--- src/hdl/bus_io_port_controller_top_defines.svh ---
// assertion macros used by the asserting module, bio_core
`ifndef BUS_IO_PORT_CONTROLLER_TOP_DEFINES_SVH
`define BUS_IO_PORT_CONTROLLER_TOP_DEFINES_SVH

// same-cycle implication, disabled during reset
`define BIO_ASSERT_IMPLY(label, clk, rst, ante, cons, msg) \
  label: assert property (@(posedge clk) disable iff (rst) (ante) |-> (cons)) \
    else $error(msg);

// next-cycle implication, disabled during reset
`define BIO_ASSERT_NEXT(label, clk, rst, ante, cons, msg) \
  label: assert property (@(posedge clk) disable iff (rst) (ante) |=> (cons)) \
    else $error(msg);

`endif

--- src/hdl/bio_pkg.sv ---
package bio_pkg;

  localparam int unsigned NUM_PORTS = 7;

  // register offsets
  localparam logic [3:0] OFS_PORT_A = 4'h0;
  localparam logic [3:0] OFS_PORT_G = 4'h6;
  localparam logic [3:0] OFS_DIR    = 4'h8;
  localparam logic [3:0] OFS_TX     = 4'hA;
  localparam logic [3:0] OFS_RX     = 4'hC;
  localparam logic [3:0] OFS_ID     = 4'hD;
  localparam logic [3:0] OFS_MODE   = 4'hE;
  localparam logic [3:0] OFS_ANALOG = 4'hF;

  // fixed read values
  localparam logic [7:0] ID_VALUE      = 8'h0C;
  localparam logic [7:0] OPEN_BUS      = 8'hFF;
  localparam logic [7:0] ANALOG_ABSENT = 8'h00;

  // access kinds
  localparam logic MODE_READ  = 1'b0;
  localparam logic MODE_WRITE = 1'b1;

  typedef struct packed {
    logic       mode;
    logic [3:0] offset;
    logic [7:0] write_data;
    logic [7:0] source_data;
    logic       source_present;
  } access_t;

  typedef struct packed {
    logic [7:0] read_data;
    logic       port_drive_valid;
    logic [2:0] port_drive_index;
    logic [7:0] drive_value;
    logic       serial_tx_valid;
    logic [2:0] analog_channel_used;
    logic [7:0] mode_value;
  } result_t;

endpackage

--- src/hdl/bio_in_stage.sv ---
module bio_in_stage (
  input  logic             clk,
  input  logic             rst,
  input  logic             in_valid,
  output logic             in_ready,
  input  logic             mode,
  input  logic [3:0]       offset,
  input  logic [7:0]       write_data,
  input  logic [7:0]       source_data,
  input  logic             source_present,
  input  logic             take,
  output logic             stage_valid,
  output bio_pkg::access_t stage_access
);
  import bio_pkg::*;

  logic load;

  // room out of reset when empty or when the held transaction moves on this cycle
  assign in_ready = !rst && (!stage_valid || take);
  assign load     = in_valid && in_ready;

  // valid flag
  always_ff @(posedge clk) begin
    if (rst) begin
      stage_valid <= 1'b0;
    end else if (load) begin
      stage_valid <= 1'b1;
    end else if (take) begin
      stage_valid <= 1'b0;
    end
  end

  // captured access
  always_ff @(posedge clk) begin
    if (load) begin
      stage_access.mode           <= mode;
      stage_access.offset         <= offset;
      stage_access.write_data     <= write_data;
      stage_access.source_data    <= source_data;
      stage_access.source_present <= source_present;
    end
  end

endmodule

--- src/hdl/bio_core.sv ---
`include "bus_io_port_controller_top_defines.svh"

module bio_core (
  input  logic             clk,
  input  logic             rst,
  input  logic             commit,
  input  bio_pkg::access_t acc,
  output bio_pkg::result_t res
);
  import bio_pkg::*;

  logic [7:0] port_latches [NUM_PORTS];
  logic [7:0] direction_bits;
  logic [7:0] mode_register;
  logic [2:0] analog_channel;

  logic [2:0] port_idx;
  logic [7:0] source_or_open;

  assign port_idx       = acc.offset[2:0];
  assign source_or_open = acc.source_present ? acc.source_data : OPEN_BUS;

  // access decode and result
  always_comb begin
    res.read_data           = OPEN_BUS;
    res.port_drive_valid    = 1'b0;
    res.port_drive_index    = 3'd0;
    res.drive_value         = 8'd0;
    res.serial_tx_valid     = 1'b0;
    res.analog_channel_used = 3'd0;
    res.mode_value          = mode_register;
    if (acc.mode == MODE_READ) begin
      unique case (acc.offset) inside
        [OFS_PORT_A:OFS_PORT_G]: begin
          res.read_data = direction_bits[port_idx] ? source_or_open : port_latches[port_idx];
        end
        OFS_RX: begin
          res.read_data = source_or_open;
        end
        OFS_ID: begin
          res.read_data = ID_VALUE;
        end
        OFS_ANALOG: begin
          res.analog_channel_used = analog_channel;
          res.read_data = acc.source_present ? acc.source_data : ANALOG_ABSENT;
        end
        default: begin
          res.read_data = OPEN_BUS;
        end
      endcase
    end else begin
      unique case (acc.offset) inside
        [OFS_PORT_A:OFS_PORT_G]: begin
          res.port_drive_valid = 1'b1;
          res.port_drive_index = port_idx;
          res.drive_value      = acc.write_data;
        end
        OFS_TX: begin
          res.serial_tx_valid = 1'b1;
          res.drive_value     = acc.write_data;
        end
        OFS_MODE: begin
          res.mode_value = acc.write_data;
        end
        default: begin
          res.port_drive_valid = 1'b0;
        end
      endcase
    end
  end

  // port latches, written on port writes
  always_ff @(posedge clk) begin
    if (rst) begin
      for (int i = 0; i < NUM_PORTS; i++) begin
        port_latches[i] <= 8'd0;
      end
    end else if (commit && res.port_drive_valid) begin
      port_latches[port_idx] <= acc.write_data;
    end
  end

  // direction, mode and analog channel registers
  always_ff @(posedge clk) begin
    if (rst) begin
      direction_bits <= 8'd0;
      mode_register  <= 8'd0;
      analog_channel <= 3'd0;
    end else if (commit) begin
      mode_register <= res.mode_value;
      if (acc.mode == MODE_WRITE && acc.offset == OFS_DIR) begin
        direction_bits <= acc.write_data;
      end
      if (acc.offset == OFS_ANALOG) begin
        if (acc.mode == MODE_WRITE) begin
          analog_channel <= acc.write_data[2:0];
        end else begin
          analog_channel <= analog_channel + 3'd1;
        end
      end
    end
  end

  `BIO_ASSERT_NEXT(a_chan_advance, clk, rst,
    commit && acc.mode == MODE_READ && acc.offset == OFS_ANALOG,
    analog_channel == $past(analog_channel) + 3'd1, "analog channel did not advance")
  `BIO_ASSERT_NEXT(a_idle_holds, clk, rst, !commit,
    $stable(analog_channel) && $stable(direction_bits) && $stable(mode_register),
    "state changed without a transaction")
  `BIO_ASSERT_IMPLY(a_one_drive, clk, rst, 1'b1,
    !(res.port_drive_valid && res.serial_tx_valid) && res.port_drive_index != 3'd7,
    "conflicting drive outputs")
  `BIO_ASSERT_NEXT(a_latch_written, clk, rst, commit && res.port_drive_valid,
    port_latches[$past(port_idx)] == $past(acc.write_data), "port latch not written")

endmodule

--- src/hdl/bio_out_stage.sv ---
module bio_out_stage (
  input  logic             clk,
  input  logic             rst,
  input  logic             load,
  input  bio_pkg::result_t res_in,
  output logic             take,
  output logic             out_valid,
  input  logic             out_ready,
  output bio_pkg::result_t res_out
);
  import bio_pkg::*;

  // the register can accept a new result when empty or being drained
  assign take = !out_valid || out_ready;

  // valid flag
  always_ff @(posedge clk) begin
    if (rst) begin
      out_valid <= 1'b0;
    end else if (load) begin
      out_valid <= 1'b1;
    end else if (out_ready) begin
      out_valid <= 1'b0;
    end
  end

  // result payload
  always_ff @(posedge clk) begin
    if (load) begin
      res_out <= res_in;
    end
  end

endmodule

--- src/hdl/bus_io_port_controller_top.sv ---
// channel | handshake             | payload
// in      | in_valid / in_ready   | mode, offset, write_data, source_data, source_present
// out     | out_valid / out_ready | read_data .. mode_value, the seven result fields
//
// one transaction per cycle sustained while out_ready stays high
// the input register feeds one level of decode into the state and result registers
// reset clears all port latches, direction, mode and analog channel at once
// in_ready is low during reset
// a stalled result is held while one more transaction waits in the input register
module bus_io_port_controller_top (
  input  logic       clk,
  input  logic       rst,
  input  logic       in_valid,
  output logic       in_ready,
  input  logic       mode,
  input  logic [3:0] offset,
  input  logic [7:0] write_data,
  input  logic [7:0] source_data,
  input  logic       source_present,
  output logic       out_valid,
  input  logic       out_ready,
  output logic [7:0] read_data,
  output logic       port_drive_valid,
  output logic [2:0] port_drive_index,
  output logic [7:0] drive_value,
  output logic       serial_tx_valid,
  output logic [2:0] analog_channel_used,
  output logic [7:0] mode_value
);
  import bio_pkg::*;

  logic    take;
  logic    stage_valid;
  logic    commit;
  access_t stage_access;
  result_t core_res;
  result_t out_res;

  assign commit = stage_valid && take;

  // input register
  bio_in_stage u_in_stage (
    .clk            (clk),
    .rst            (rst),
    .in_valid       (in_valid),
    .in_ready       (in_ready),
    .mode           (mode),
    .offset         (offset),
    .write_data     (write_data),
    .source_data    (source_data),
    .source_present (source_present),
    .take           (take),
    .stage_valid    (stage_valid),
    .stage_access   (stage_access)
  );

  // register file and access decode
  bio_core u_core (
    .clk    (clk),
    .rst    (rst),
    .commit (commit),
    .acc    (stage_access),
    .res    (core_res)
  );

  // result register
  bio_out_stage u_out_stage (
    .clk       (clk),
    .rst       (rst),
    .load      (commit),
    .res_in    (core_res),
    .take      (take),
    .out_valid (out_valid),
    .out_ready (out_ready),
    .res_out   (out_res)
  );

  // result fields
  assign read_data           = out_res.read_data;
  assign port_drive_valid    = out_res.port_drive_valid;
  assign port_drive_index    = out_res.port_drive_index;
  assign drive_value         = out_res.drive_value;
  assign serial_tx_valid     = out_res.serial_tx_valid;
  assign analog_channel_used = out_res.analog_channel_used;
  assign mode_value          = out_res.mode_value;

endmodule
--- config.mk ---
export PLATFORM = sky130hd
export DESIGN_NAME = bus_io_port_controller_top
export DESIGN_NICKNAME = d
export VERILOG_FILES = /design/src/hdl/bio_pkg.sv /design/src/hdl/bio_in_stage.sv /design/src/hdl/bio_core.sv /design/src/hdl/bio_out_stage.sv /design/src/hdl/bus_io_port_controller_top.sv
export VERILOG_INCLUDE_DIRS = /design/src /design/src/hdl
export SDC_FILE = /design/constraint.sdc
export NUM_CORES = 1
export LEC_CHECK = 0
export ABC_CLOCK_PERIOD_IN_PS = 9100
export BUFFER_PORTS_ARGS = -buffer_cell sky130_fd_sc_hd__buf_4
export CAP_MARGIN = 40
export CORE_MARGIN = 1.5
export CORE_UTILIZATION = 30
export CTS_BUF_LIST = sky130_fd_sc_hd__clkbuf_4 sky130_fd_sc_hd__clkbuf_8
export CTS_CLUSTER_DIAMETER = 150
export DETAILED_ROUTE_END_ITERATION = 8
export GPL_TIMING_DRIVEN = 0
export PLACE_DENSITY = 0.52
export SETUP_SLACK_MARGIN = 0.2
export SLEW_MARGIN = 20
export SYNTH_ARGS = -nofsm -noshare
export SYNTH_HDL_FRONTEND = slang
export SYNTH_HIERARCHICAL = 1
export SYNTH_SLANG_ARGS = --single-unit
--- constraint.sdc ---
create_clock -name clk -period 9.1 [get_ports clk]
set_input_delay 0 -clock clk [delete_from_list [all_inputs] [get_ports clk]]
set_output_delay 0 -clock clk [all_outputs]
set_load 0.02 [all_outputs]
; After elaboration in Yosys (flattened, before gate mapping)
; Memories as Yosys holds them, arrays and structs flattened. A register that Yosys moved wholly into a read port is not among the register bits.
; Index checks and enable logic that the tools add are counted.
; W data, S select, Z words.
[totals]
regBits = 75
ram_bits = 56
output_inout_bits = 34
wordCells = 76
mem_count = 1
[mem_list]
columns = memory, words, width, read_ports, rd_clocked_by_memory_dff, wr, line
row1 = u_core.port_latches, 7, 8, 1, 1, 7, bio_core.sv:12  ; logic [7:0] port_latches [NUM_PORTS];
[classes]
n_addsub = 1
magnitude_cmp = 3
n_eq_ne = 6
n_mux = 27
bitwise_logic = 1
reduce_logical = 20
[op_table]
columns = cell, n
row1 = $mux W8, 7
row2 = $pmux W8 S4, 1
row3 = $eq A4 B4 Y1 const B, 6
row4 = $mux W1, 13
row5 = $mux W13, 1
row6 = $mux W3, 4
row7 = $reduce_and A2 Y1, 4
row8 = $reduce_or A8 Y1, 1
row9 = $logic_and A1 B1 Y1, 6
row10 = $ge A4 B1 Y1 const B, 1
row11 = $le A4 B3 Y1 const B, 1
row12 = $lt A3 B4 Y1 const B, 1
row13 = $reduce_bool A2 Y1, 2
row14 = $reduce_or A2 Y1, 2
row15 = $add A3 B1 Y3 const B, 1
row16 = $bmux W1 S3, 1
row17 = $logic_not A1 Y1, 3
row18 = $logic_or A1 B1 Y1, 2
row19 = $not A1 Y1, 1

; Longest topological paths before layout
; Gate-level depths: netlist (run 1).
[logic_depth]
word_depth = 11
ltp_mapped = 7
depth_no_buf = 6

; Hierarchy
; The synthesis (run 1) kept the hierarchy.
[by_module_without_submodules]
columns = module, instances, cells_each, area_per_inst_um2
row1 = bio_core, 1, 350, 4170.2
row2 = bio_out_stage, 1, 36, 1007.2
row3 = bio_in_stage, 1, 27, 720.7
row4 = bus_io_port_controller_top, 1, 1, 6.3

; Worst setup path after synthesis (run 1)
; Ideal clock, no wire load.
[synth_path]
path_type = reg-to-reg
from = register u_out_stage.out_valid
to = memory u_core.port_latches[3][0], enable pin
setup_time_ns = 0.334
t_arrival_ns = 2.735
required_time_ns = 8.766
setup_slack_ns = 6.030
path_stages_with_launch = 7
n_path_buf = 0
period_less_slack_ns = 3.070
cell_sequence = dfxtp_1 nand2b_4 and2_1 inv_1 nor4_1 nand3_1 nand2b_1
[synth_lines]
columns = item, line
row1 = "start, declared", bio_out_stage.sv:7  ; output logic out_valid,
row2 = "start signal, assigned", bio_out_stage.sv:19  ; out_valid <= 1'b0;
row3 = "start signal, assigned", bio_out_stage.sv:21  ; out_valid <= 1'b1;
row4 = "start signal, assigned", bio_out_stage.sv:23  ; out_valid <= 1'b0;
row5 = "end, declared", bio_core.sv:12

==> impl_metrics.sql, run 1 <==
INSERT INTO impl_metrics (metric_group, metric, value, unit) VALUES
('clock_network', 'cts.clk_slew.worst_paths', '0.08', 'ns'),
('floorplanning', 'die_area', '20500', 'um^2'),
('flow_run', 'drv.max_cap_violation_count', '0', ''),
('finish', 'diodes', '0', ''),
('logic_synthesis', 'postSynthRegisterBits', '139', ''),
('finish', 'flow.area_growth_from_synthesis', '26.5', '%'),
('logic_synthesis', 'ys.flop_type', 'edfxtp_1', ''),
('logic_synthesis', 'synth-async-reset-ratio', '0', '%'),
('clock_network', 'clock_latency_at_the_later_pin_of_the_worst_skew_pair', '0.45', 'ns'),
('clock_network', 'numClockSinks', '139', ''),
('logic_synthesis', 'synth_area_leader_cell', 'edfxtp_1', ''),
('critical_path', 'timing.critical_path.to_type', 'flip-flop', ''),
('route', 'totalWireLength', '13500', 'um'),
('finish', 'mostFrequentLayoutCells', 'edfxtp_1 (110), buf_4 (62), nor2_1 (55)', ''),
('sta', 'report.final.slew_viol_count', '0', ''),
('route', 'detail-route-antenna-nets', '0', ''),
('global_routing', 'global_route_congestion_overflow_total', '0', ''),
('placed_design', 'portBuffers', '59', ''),
('critical_path', 'worst-endpoint-arrival', '3.10', 'ns'),
('critical_path', 'critical-path-max-stage-delay', '0.55', 'ns'),
('sta', 'clock.fmax', '333', 'MHz'),
('logic_synthesis', 'mappedNetlistArea', '5900', 'um^2'),
('finish', 'layout_commonest_cell', 'edfxtp_1', ''),
('route', 'via_per_inst', '4.49', ''),
('clock_network', 'tritoncts', 'built', ''),
('sta', 'worstMarginPinSlew', '0.797', 'ns'),
('route', 'drt_iter0_drc', '226', ''),
('finish', 'design.final.nets', '556', ''),
('sta', 'finalSetupViolCount', '0', ''),
('logic_synthesis', 'ys_warn_count', '6', ''),
('finish', 'multi_input_comb_area', '1870', 'um^2'),
('finish', 'nFillCells', '1907', ''),
('power_and_ir_drop', 'vdd.ir_drop.worst', '0.0872', 'mV'),
('critical_path', 'path_cells', 'nand2b_4 -> and2_2 -> buf_12 -> inv_1 -> nor4_1 -> nand3_1 -> nand2b_1', ''),
('route', 'post_drt_wl_per_cell', '16.7', 'um'),
('route', 'vias', '3624', ''),
('global_routing', 'number_of_antenna_violations_at_the_first_check_in_global_routing', '0', ''),
('sta', 'fin_setup_tns', '0', 'ns'),
('critical_path', 'critical-path-slowest-cell', 'nor4_1', ''),
('sta', 'skew', '0.0123', 'ns'),
('logic_synthesis', 'ys_seq_area_share', '65.8', '%'),
('power_and_ir_drop', 'design_power', '1370', 'uW'),
('critical_path', 'critical_path.startpoint_type', 'flip-flop', ''),
('route', 'drt_pre_antenna_iters', '4', ''),
('power_and_ir_drop', 'leakagePower', '0.00293', 'uW'),
('power_and_ir_drop', 'power_density', '184', 'nW/um^2'),
('sta', 'grt_setup_unrepaired', 'no', ''),
('clock_network', 'ctsHtreeMaxLevel', '4', ''),
('sta', 'timing.final.crit_share', '33.0', '%'),
('finish', 'post_route_cells_drive_above_1_share', '26.6', '%'),
('floorplanning', 'width_of_the_die', '143', 'um'),
('logic_synthesis', 'synth_edf_count', '110', ''),
('logic_synthesis', 'post-synth-top-area-fraction', '55.9', '%'),
('critical_path', 'worstSetupPathType', 'flip-flop to flip-flop', ''),
('clock_network', 'tritoncts.num_buffers', '17', ''),
('placed_design', 'detailedPlacementHpwl', '9250', 'um'),
('hold_path', 'holdPathStages', '3', ''),
('clock_network', 'cts_post_setup_buffers_inserted', '0', ''),
('sta', 'slew-limit-headroom', '46.8', '%'),
('logic_synthesis', 'synthesis.instances', '414', ''),
('floorplanning', 'die_h', '143', 'um'),
('hold_path', 'hp-class', 'primary input to flip-flop', ''),
('sta', 'hold_slack', '0.251', 'ns'),
('logic_synthesis', 'syn_avg_cell_area', '14.3', 'um^2'),
('global_routing', 'via_count_of_the_first_global_routing_pass', '3633', ''),
('critical_path', 'reg2reg_depth', '7', ''),
('global_routing', 'global_route_wire_length_before_repair', '20500', 'um'),
('placed_design', 'place_area', '6760', 'um^2'),
('logic_synthesis', 'synth_cell_type_count', '48', ''),
('run_status', 'run_status', 'finished clean', ''),
('floorplanning', 'coreArea', '19400', 'um^2');
## flip-flops by register name (all words and copies together) (netlist names)
register	flops
u_core/mode_register	8
u_core/analog_channel	3
u_out_stage/res_out	32
u_core/direction_bits	8
u_in_stage/stage_valid	1
u_core/port_latches	64
u_out_stage/out_valid	1
u_in_stage/stage_access	22
## synthesized netlist by cell type (4+ instances only)
library cell / n
edfxtp_1: 110
nor2_1: 55
mux2i_1: 38
and2_1: 31
dfxtp_1: 29
inv_1: 19
mux4_2: 16
nand2_1: 15
nor2b_1: 13
clkbuf_1: 10
mux2_2: 9
o221ai_1: 8
buf_2: 6
a21oi_1: 5
nand2b_1: 4
nand3_1: 4
or2_2: 4
## cell type report
class	count	share of cell area [%]
buffer	21	1.46
multi-input combinational	242	25.1
tap	265	4.44
clock buffer	25	4.19
clock inverter	7	1.86
sequential	139	52.0
inverter	19	0.955
timing repair buffer	89	10.0
## metal layers
layer	track usage, %	routed length [um]
met1	19.3	6590
met2	21.2	6040
met3	3.07	685
met4	5.96	199
met5	0	0
## path summary, 6_finish.rpt
kind / start / to / slack, ns
max: u_out_stage/out_valid$_SDFFE_PP0P_ / u_core/port_latches[3][0]$_SDFFCE_PN0P_ / 6.09
min: out_ready / u_out_stage/res_out[6]$_DFFE_PP_ / 0.25
max reg2reg: u_out_stage/out_valid$_SDFFE_PP0P_ / u_core/port_latches[3][0]$_SDFFCE_PN0P_ / 6.09
min reg2reg: u_core/mode_register[2]$_SDFFE_PP0P_ / u_core/mode_register[2]$_SDFFE_PP0P_ / 0.50
## worst max-delay path, delay by kind of cell (launching register included)
family                 cells  cell delay, ns
buffers and inverters      2            0.37
and+or+nand+nor            5            1.89
DFF                        1            0.35
## kinds of logic after synthesis
kind of cell	Yosys count	share of synthesized area, %
simple gates	144	13.3
flops	139	65.8
mux	63	14.3
buf+inv	40	3.05
compound gates	26	3.33
fa+ha+maj	1	0.212
other cells	1	0.0635
## where the power goes
group | internal [uW] | switching [uW] | total, uW
logic | 44.9 | 54.9 | 99.8
clock network | 336 | 223 | 559
registers | 706 | 10.1 | 716
## repair_timing
action                                 in CTS  in global routing
resized for setup                           0                  0
endpoints found under the hold margin      33                  0
hold buffers                               26                  0
## through the flow
| stage | utilization, % | worst slack, ns | cells |
|---|---|---|---|
| after floorplan | - | 6.03 | 421 |
| after global placement | 34.6 | 4.94 | 745 |
| after detailed placement | 34.8 | 6.11 | 749 |
| after CTS | 38.5 | 6.09 | 807 |
| after global routing | 38.5 | 5.89 | 807 |
| final | 38.5 | 6.09 | 807 |
Note: power is estimated with default switching activity, not from simulation.
==> run 2, diff against run 1 <==
- ABC_CLOCK_PERIOD_IN_PS: 9100 -> 2800
- clock period: 9.1 -> 2.8 ns (I/O delays scaled with it)
==> run 2 against run 1 <==
- clock-buffer cell count fell by 1
- sequential share of layout area increased by 0.17 points
- maximum frequency increased by 23%
- clock power increased to 3.1 times the previous value
- via count increased by 1.0%
- non-clock buffer count fell by 3
- combinational power rose to 3.3 times the previous value
- first-iteration DRC count is 17% higher
- global-route usage up 0.12 points
- wire length is 2.8% higher
- worst setup slack got worse by 5.7 ns
- hold slack worse by 0.21 ns
- critical endpoint is now u_core/port_latches[3][1]$_SDFFCE_PN0P_
- largest cell class unchanged
==> impl_metrics.sql, run 2 (synthesized netlist as in run 1, its figures left out) <==
INSERT INTO impl_metrics (metric_group, metric, value, unit) VALUES
('run_status', 'run_status', 'finished clean', ''),
('sta', 'clock.fmax', '410', 'MHz'),
('route', 'drt_iter0_drc', '265', ''),
('power_and_ir_drop', 'p_clk_share', '39.4', '%'),
('route', 'vias', '3661', ''),
('finish', 'post_route_cells_drive_above_1_share', '27.8', '%'),
('power_and_ir_drop', 'leakagePower', '0.00291', 'uW'),
('sta', 'worstMarginPinSlew', '0.840', 'ns'),
('sta', 'fin_setup_tns', '0', 'ns'),
('global_routing', 'grt_start_max_net_pins', '20', ''),
('sta', 'timing.final.crit_share', '87.0', '%'),
('clock_network', 'numClockSinks', '139', ''),
('hold_path', 'hp-class', 'primary input to flip-flop', ''),
('finish', 'diodes', '0', ''),
('route', 'via_per_inst', '4.55', ''),
('sta', 'final.min_clock_period', '2.44', 'ns'),
('global_routing', 'global_route_congestion_overflow_total', '0', ''),
('finish', 'final_core_util', '38.4', '%'),
('sta', 'skew', '0.0131', 'ns'),
('route', 'detail-route-antenna-nets', '0', ''),
('placed_design', 'post-place-cells', '746', ''),
('global_routing', 'global_route_wire_length_before_repair', '20800', 'um'),
('clock_network', 'tritoncts.num_buffers', '17', ''),
('floorplanning', 'width_of_the_die', '143', 'um'),
('finish', 'flip_flop_count_of_the_largest_register_all_copies_and_words_added', '64', ''),
('critical_path', 'critical_path.startpoint_type', 'flip-flop', ''),
('clock_network', 'clock_latency_at_the_later_pin_of_the_worst_skew_pair', '0.45', 'ns'),
('floorplanning', 'die_area', '20500', 'um^2'),
('placed_design', 'gp_congestion', '0.765', ''),
('clock_network', 'ctsHtreeMaxLevel', '4', ''),
('sta', 'finalSetupViolCount', '0', ''),
('critical_path', 'worstSetupPathType', 'flip-flop to flip-flop', ''),
('finish', 'post_layout_nonfiller_instances', '805', ''),
('placed_design', 'detailedPlacementHpwl', '9220', 'um'),
('finish', 'largest-register', 'u_core/port_latches', ''),
('critical_path', 'path_cells', 'nand2b_4 -> and2_4 -> inv_1 -> nor4_2 -> nand3_2 -> nand2b_2', ''),
('clock_network', 'cts.clk_slew.worst_paths', '0.07', 'ns'),
('clock_network', 'clock_tree.buffer_depth', '2', ''),
('placed_design', 'place_area', '6730', 'um^2'),
('global_routing', 'grtUsageTotal', '14.1', '%'),
('critical_path', 'timing.critical_path.to_type', 'flip-flop', ''),
('global_routing', 'use_met2', '21.8', '%'),
('floorplanning', 'placementRows', '51', ''),
('power_and_ir_drop', 'pwr-share-comb', '7.4', '%'),
('global_routing', 'grt_most_used_layer', 'met2', ''),
('critical_path', 'critical-path-max-stage-delay', '0.55', 'ns'),
('route', 'post-route-drc-count', '0', ''),
('route', 'drt_pre_antenna_iters', '5', ''),
('sta', 'hold_viol', '0', ''),
('critical_path', 'critical_path_rt', '2.93', 'ns'),
('route', 'post_drt_wl_per_cell', '17.3', 'um'),
('floorplanning', 'io_pins', '60', ''),
('finish', 'flow.area_growth_from_synthesis', '26.1', '%'),
('power_and_ir_drop', 'power_density', '588', 'nW/um^2'),
('route', 'totalWireLength', '13900', 'um'),
('global_routing', 'use_met1', '19.0', '%'),
('floorplanning', 'starting_utilization_of_the_core_area', '30.4', '%'),
('finish', 'mostFrequentLayoutCells', 'edfxtp_1 (110), buf_4 (61), nor2_1 (55)', ''),
('floorplanning', 'die_h', '143', 'um'),
('clock_network', 'cts.root.buffer_cell', 'clkbuf_8', ''),
('finish', 'largestRegisters', 'u_core/port_latches: 64 flops, u_out_stage/res_out: 32 flops, u_in_stage/stage_access: 22 flops', ''),
('critical_path', 'critical-path-slowest-cell', 'nor4_2', ''),
('global_routing', 'number_of_antenna_violations_at_the_first_check_in_global_routing', '0', ''),
('power_and_ir_drop', 'vdd.ir_drop.worst', '0.271', 'mV'),
('critical_path', 'path_max_fanout', '19', ''),
('sta', 'grt_setup_unrepaired', 'yes', ''),
('power_and_ir_drop', 'power.switching_fraction', '21.8', '%'),
('placed_design', 'portBuffers', '59', ''),
('power_and_ir_drop', 'seq_power_share', '53.2', '%'),
('finish', 'stdcell_area', '7440', 'um^2'),
('flow_run', 'drv.max_cap_violation_count', '0', ''),
('global_routing', 'via_count_of_the_first_global_routing_pass', '3721', ''),
('finish', 'layout_commonest_cell', 'edfxtp_1', ''),
('power_and_ir_drop', 'power_switching', '954', 'uW'),
('clock_network', 'tritoncts', 'built', ''),
('sta', 'slew-limit-headroom', '43.6', '%'),
('critical_path', 'worst-endpoint-arrival', '2.57', 'ns'),
('sta', 'report.final.slew_viol_count', '0', ''),
('power_and_ir_drop', 'p_int', '3420', 'uW'),
('finish', 'design.final.nets', '554', ''),
('global_routing', 'met3_grt_util', '4.40', '%'),
('floorplanning', 'coreArea', '19400', 'um^2');
run 2: cell types whose count changed in the layout (fill, tap and decap cells not counted), moves of 2 or more:
cell | previous run | this run
nand2b_1 | 4 | 2
nand2b_2 | 0 | 2
clkinv_2 | 2 | 5
nor2b_1 | 13 | 11
nor2b_4 | 1 | 3
run 2: through the flow:
stage                     worst slack (ns)  hold slack, ns  total power [uW]
after floorplan                      0.405          0.0624              2530
after global placement              -0.190           0.179              2660
after detailed placement            -0.203           0.179              2670
after CTS                            0.305         0.00589              4430
after global routing                 0.199          0.0147              4540
final                                0.364          0.0369              4380
run 2: per-layer routing:
layer,vias to the layer above,wire length [um]
li1,1726,-
met1,1816,6750
met2,106,6250
met3,13,744
met4,0,140
met5,-,0
run 2: worst max-delay path: cells and delay by family (launching register included):
kind          cells  cell delay, ns
buf+inv           1            0.18
flops             1            0.34
simple gates      5            1.58
run 2: path summary, 6_finish.rpt:
path                            cells past startpoint  slack [ns]                                 endpoint                                   from
worst max register to register                      6        0.36  u_core/port_latches[3][1]$_SDFFCE_PN0P_     u_out_stage/out_valid$_SDFFE_PP0P_
worst min register to register                      2        0.50    u_core/direction_bits[0]$_SDFFE_PP0P_  u_core/direction_bits[0]$_SDFFE_PP0P_
worst min-delay path                                4        0.04      u_in_stage/stage_valid$_SDFFE_PP0P_                              out_ready
worst max-delay path                                6        0.36  u_core/port_latches[3][1]$_SDFFCE_PN0P_     u_out_stage/out_valid$_SDFFE_PP0P_
run 2: power groups by stage:
stage                     clock network (uW)  logic (uW)  registers, uW
after floorplan                            0         144           2390
after global placement                     0         288           2370
after detailed placement                   0         295           2380
after CTS                               1770         328           2330
after global routing                    1860         349           2330
final                                   1720         325           2330
run 2: cell type report:
cell class	count	area [um^2]
buffer	21	109
clock buffer	24	305
clock inverter	8	115
fill	1887	12000
inverter	19	71.3
multi-input combinational	243	1920
sequential	139	3880
tap	265	332
timing repair buffer	86	712
run 2: timing repair:
item / 4_1_cts / 5_1_grt
gates resized for setup: 6 / 3
pin swaps: 0 / 0
gates cloned: 1 / 0
hold buffers: 25 / 0
setup buffers: 0 / 0
hold endpoints to repair: 35 / 0
setup endpoints to repair: 48 / 22
==> run 3, diff against run 2 <==
- CTS_BUF_LIST: sky130_fd_sc_hd__clkbuf_4 sky130_fd_sc_hd__clkbuf_8 -> not set
- PLACE_DENSITY: 0.52 -> 0.51
==> run 3 against run 2 <==
- sequential power hardly changed
- hold slack better by 0.031 ns
- via count is 0.98% lower
- critical path depth stayed put
- utilization is 1.0 points higher
- clock skew is 0.0026 ns lower
- critical path type unchanged
- critical endpoint is now u_core/port_latches[1][6]$_SDFFCE_PN0P_
- largest cell class unchanged
==> impl_metrics.sql, run 3 (synthesized netlist as in run 1, its figures left out) <==
INSERT INTO impl_metrics (metric_group, metric, value, unit) VALUES
('run_status', 'run_status', 'finished clean', ''),
('floorplanning', 'width_of_the_die', '143', 'um'),
('route', 'post-route-drc-count', '0', ''),
('clock_network', 'cts_post_setup_buffers_inserted', '0', ''),
('finish', 'mostFrequentLayoutCells', 'edfxtp_1 (110), buf_4 (63), nor2_1 (55)', ''),
('clock_network', 'clock_latency_at_the_later_pin_of_the_worst_skew_pair', '0.42', 'ns'),
('power_and_ir_drop', 'power_switching', '1050', 'uW'),
('critical_path', 'crit_cells', '6', ''),
('sta', 'clock.fmax', '419', 'MHz'),
('sta', 'worstMarginPinSlew', '0.769', 'ns'),
('critical_path', 'path_cells', 'nand2b_4 -> and2_4 -> inv_1 -> nor4_4 -> nand2_1 -> nand2b_2', ''),
('finish', 'stdcell_area', '7650', 'um^2'),
('finish', 'post_route_cells_drive_above_1_share', '27.0', '%'),
('critical_path', 'regToRegSetupSlack', '0.41', 'ns'),
('flow_run', 'drv.max_cap_violation_count', '0', ''),
('power_and_ir_drop', 'power.switching_fraction', '21.1', '%'),
('finish', 'design.final.nets', '555', ''),
('placed_design', 'gp_congestion', '0.768', ''),
('finish', 'flip_flop_count_of_the_largest_register_all_copies_and_words_added', '64', ''),
('critical_path', 'worst_r2r_endpoint', 'u_core/port_latches[1][6]$_SDFFCE_PN0P_', ''),
('floorplanning', 'placementRows', '51', ''),
('global_routing', 'global_route_wire_length_before_repair', '22200', 'um'),
('critical_path', 'reg2reg_depth', '6', ''),
('sta', 'fin_setup_tns', '0', 'ns'),
('hold_path', 'hp-class', 'primary input to flip-flop', ''),
('finish', 'flow.area_growth_from_synthesis', '29.5', '%'),
('critical_path', 'crit_path_start', 'u_out_stage/out_valid$_SDFFE_PP0P_', ''),
('global_routing', 'grt_start_max_net_pins', '20', ''),
('finish', 'largest-register', 'u_core/port_latches', ''),
('critical_path', 'cp_top_family', 'simple AND/OR/NAND/NOR gates', ''),
('route', 'via_per_inst', '4.50', ''),
('critical_path', 'critical_path_rt', '2.90', 'ns'),
('finish', 'largestRegisters', 'u_core/port_latches: 64 flops, u_out_stage/res_out: 32 flops, u_in_stage/stage_access: 22 flops', ''),
('sta', 'grt_setup_unrepaired', 'no', ''),
('route', 'detail-route-antenna-nets', '0', ''),
('clock_network', 'tritoncts.num_buffers', '17', ''),
('critical_path', 'worst-endpoint-arrival', '2.49', 'ns'),
('floorplanning', 'die_area', '20500', 'um^2'),
('critical_path', 'path_max_fanout', '19', ''),
('hold_path', 'holdCritStartpoint', 'out_ready', ''),
('hold_path', 'holdPathStages', '4', ''),
('global_routing', 'number_of_antenna_violations_at_the_first_check_in_global_routing', '0', ''),
('critical_path', 'critical-path-max-stage-delay', '0.43', 'ns'),
('route', 'post_drt_wl_per_cell', '17.6', 'um'),
('critical_path', 'worstPathBufferInverterCount', '1', ''),
('critical_path', 'critical_path.startpoint_type', 'flip-flop', ''),
('power_and_ir_drop', 'power_density', '651', 'nW/um^2'),
('floorplanning', 'starting_utilization_of_the_core_area', '30.4', '%'),
('placed_design', 'place_area', '6730', 'um^2'),
('clock_network', 'clock_tree.buffer_depth', '2', ''),
('sta', 'slew-limit-headroom', '48.3', '%'),
('hold_path', 'hold_end', 'u_in_stage/stage_valid$_SDFFE_PP0P_', ''),
('floorplanning', 'io_pins', '60', ''),
('power_and_ir_drop', 'p_clk_share', '46.6', '%'),
('global_routing', 'global_route_congestion_overflow_total', '0', ''),
('critical_path', 'critical-path-slowest-cell', 'nor4_4', ''),
('sta', 'finalSetupViolCount', '0', ''),
('finish', 'diodes', '0', ''),
('critical_path', 'timing.critical_path.to_type', 'flip-flop', ''),
('power_and_ir_drop', 'pwr-share-comb', '6.6', '%'),
('route', 'drt_iter0_drc', '221', ''),
('power_and_ir_drop', 'leakagePower', '0.00299', 'uW'),
('sta', 'skew', '0.0105', 'ns'),
('power_and_ir_drop', 'vdd.ir_drop.worst', '0.391', 'mV'),
('route', 'totalWireLength', '14200', 'um'),
('floorplanning', 'die_h', '143', 'um'),
('route', 'vias', '3625', ''),
('route', 'drt_pre_antenna_iters', '4', ''),
('finish', 'layout_commonest_cell', 'edfxtp_1', ''),
('clock_network', 'cts.root.buffer_cell', 'clkbuf_16', ''),
('power_and_ir_drop', 'p_int', '3930', 'uW'),
('power_and_ir_drop', 'seq_power_share', '46.8', '%'),
('sta', 'hold_slack', '0.0678', 'ns'),
('global_routing', 'via_count_of_the_first_global_routing_pass', '3930', ''),
('clock_network', 'ctsHtreeMaxLevel', '4', ''),
('clock_network', 'numClockSinks', '139', ''),
('global_routing', 'grtUsageTotal', '15.0', '%'),
('sta', 'hold_viol', '0', ''),
('critical_path', 'startpoint_of_the_worst_register_to_register_path', 'u_out_stage/out_valid$_SDFFE_PP0P_', ''),
('sta', 'timing.final.crit_share', '85.3', '%'),
('placed_design', 'portBuffers', '59', ''),
('placed_design', 'detailedPlacementHpwl', '9540', 'um'),
('critical_path', 'worstSetupPathType', 'flip-flop to flip-flop', ''),
('sta', 'final.min_clock_period', '2.39', 'ns'),
('sta', 'report.final.slew_viol_count', '0', ''),
('clock_network', 'cts.clk_slew.worst_paths', '0.06', 'ns'),
('floorplanning', 'coreArea', '19400', 'um^2'),
('clock_network', 'tritoncts', 'built', '');
[run 3: cell type report]
cell class,instances,area [um^2]
plain buffers,21,109
clock buffers,20,437
clock inverters,12,173
fillers,1842,11800
inverters,19,71.3
multi-input cells,243,1920
flip-flops and latches,139,3880
well taps,265,332
repair buffers,87,719
[run 3: worst max path at each step]
stage                                                    to  slack, ns
floorplan           u_core/port_latches[3][0]$_SDFFCE_PN0P_       0.40
global placement    u_core/port_latches[3][4]$_SDFFCE_PN0P_      -0.29
detailed placement  u_core/port_latches[3][4]$_SDFFCE_PN0P_      -0.34
CTS                 u_core/port_latches[3][0]$_SDFFCE_PN0P_       0.22
global route        u_core/port_latches[1][6]$_SDFFCE_PN0P_       0.23
finish              u_core/port_latches[1][6]$_SDFFCE_PN0P_       0.41
[run 3: per-stage QoR]
| stage | total power [uW] | util [%] | setup WS (ns) | std cells |
|---|---|---|---|---|
| after floorplan | 2530 | - | 0.405 | 421 |
| after global placement | 2660 | 34.6 | -0.289 | 745 |
| after detailed placement | 2670 | 34.7 | -0.341 | 747 |
| after CTS | 5040 | 39.3 | 0.218 | 805 |
| after global routing | 5150 | 39.4 | 0.230 | 806 |
| final | 4980 | 39.4 | 0.411 | 806 |
[run 3: worst reg2reg max path: cells and delay by family (launching register included)]
kind          cells  cell delay, ns
simple gates      5            1.53
flops             1            0.33
buf+inv           1            0.21
[run 3: routing by layer]
metal  part of all wire, %  vias up  track usage, %
met4                   1.5        0            4.83
li1                      -     1732               -
met3                   6.3       10            5.00
met1                    47     1772            19.6
met5                     0        -               0
met2                    45      111            23.5
[run 3: power groups by stage]
stage | logic (uW) | clock network, uW | registers [uW]
2_1_floorplan | 144 | 0 | 2390
6_report | 328 | 2320 | 2330
3_3_place_gp | 287 | 0 | 2370
3_5_place_dp | 295 | 0 | 2370
5_1_grt | 355 | 2450 | 2340
4_1_cts | 328 | 2380 | 2330
[run 3: what timing repair did]
action                     in CTS  in global routing
gates resized for setup         5                  4
hold endpoints to repair       32                  0
pin swaps                       1                  0
hold buffers                   25                  0
cloned                          1                  0
setup endpoints to repair      53                 32
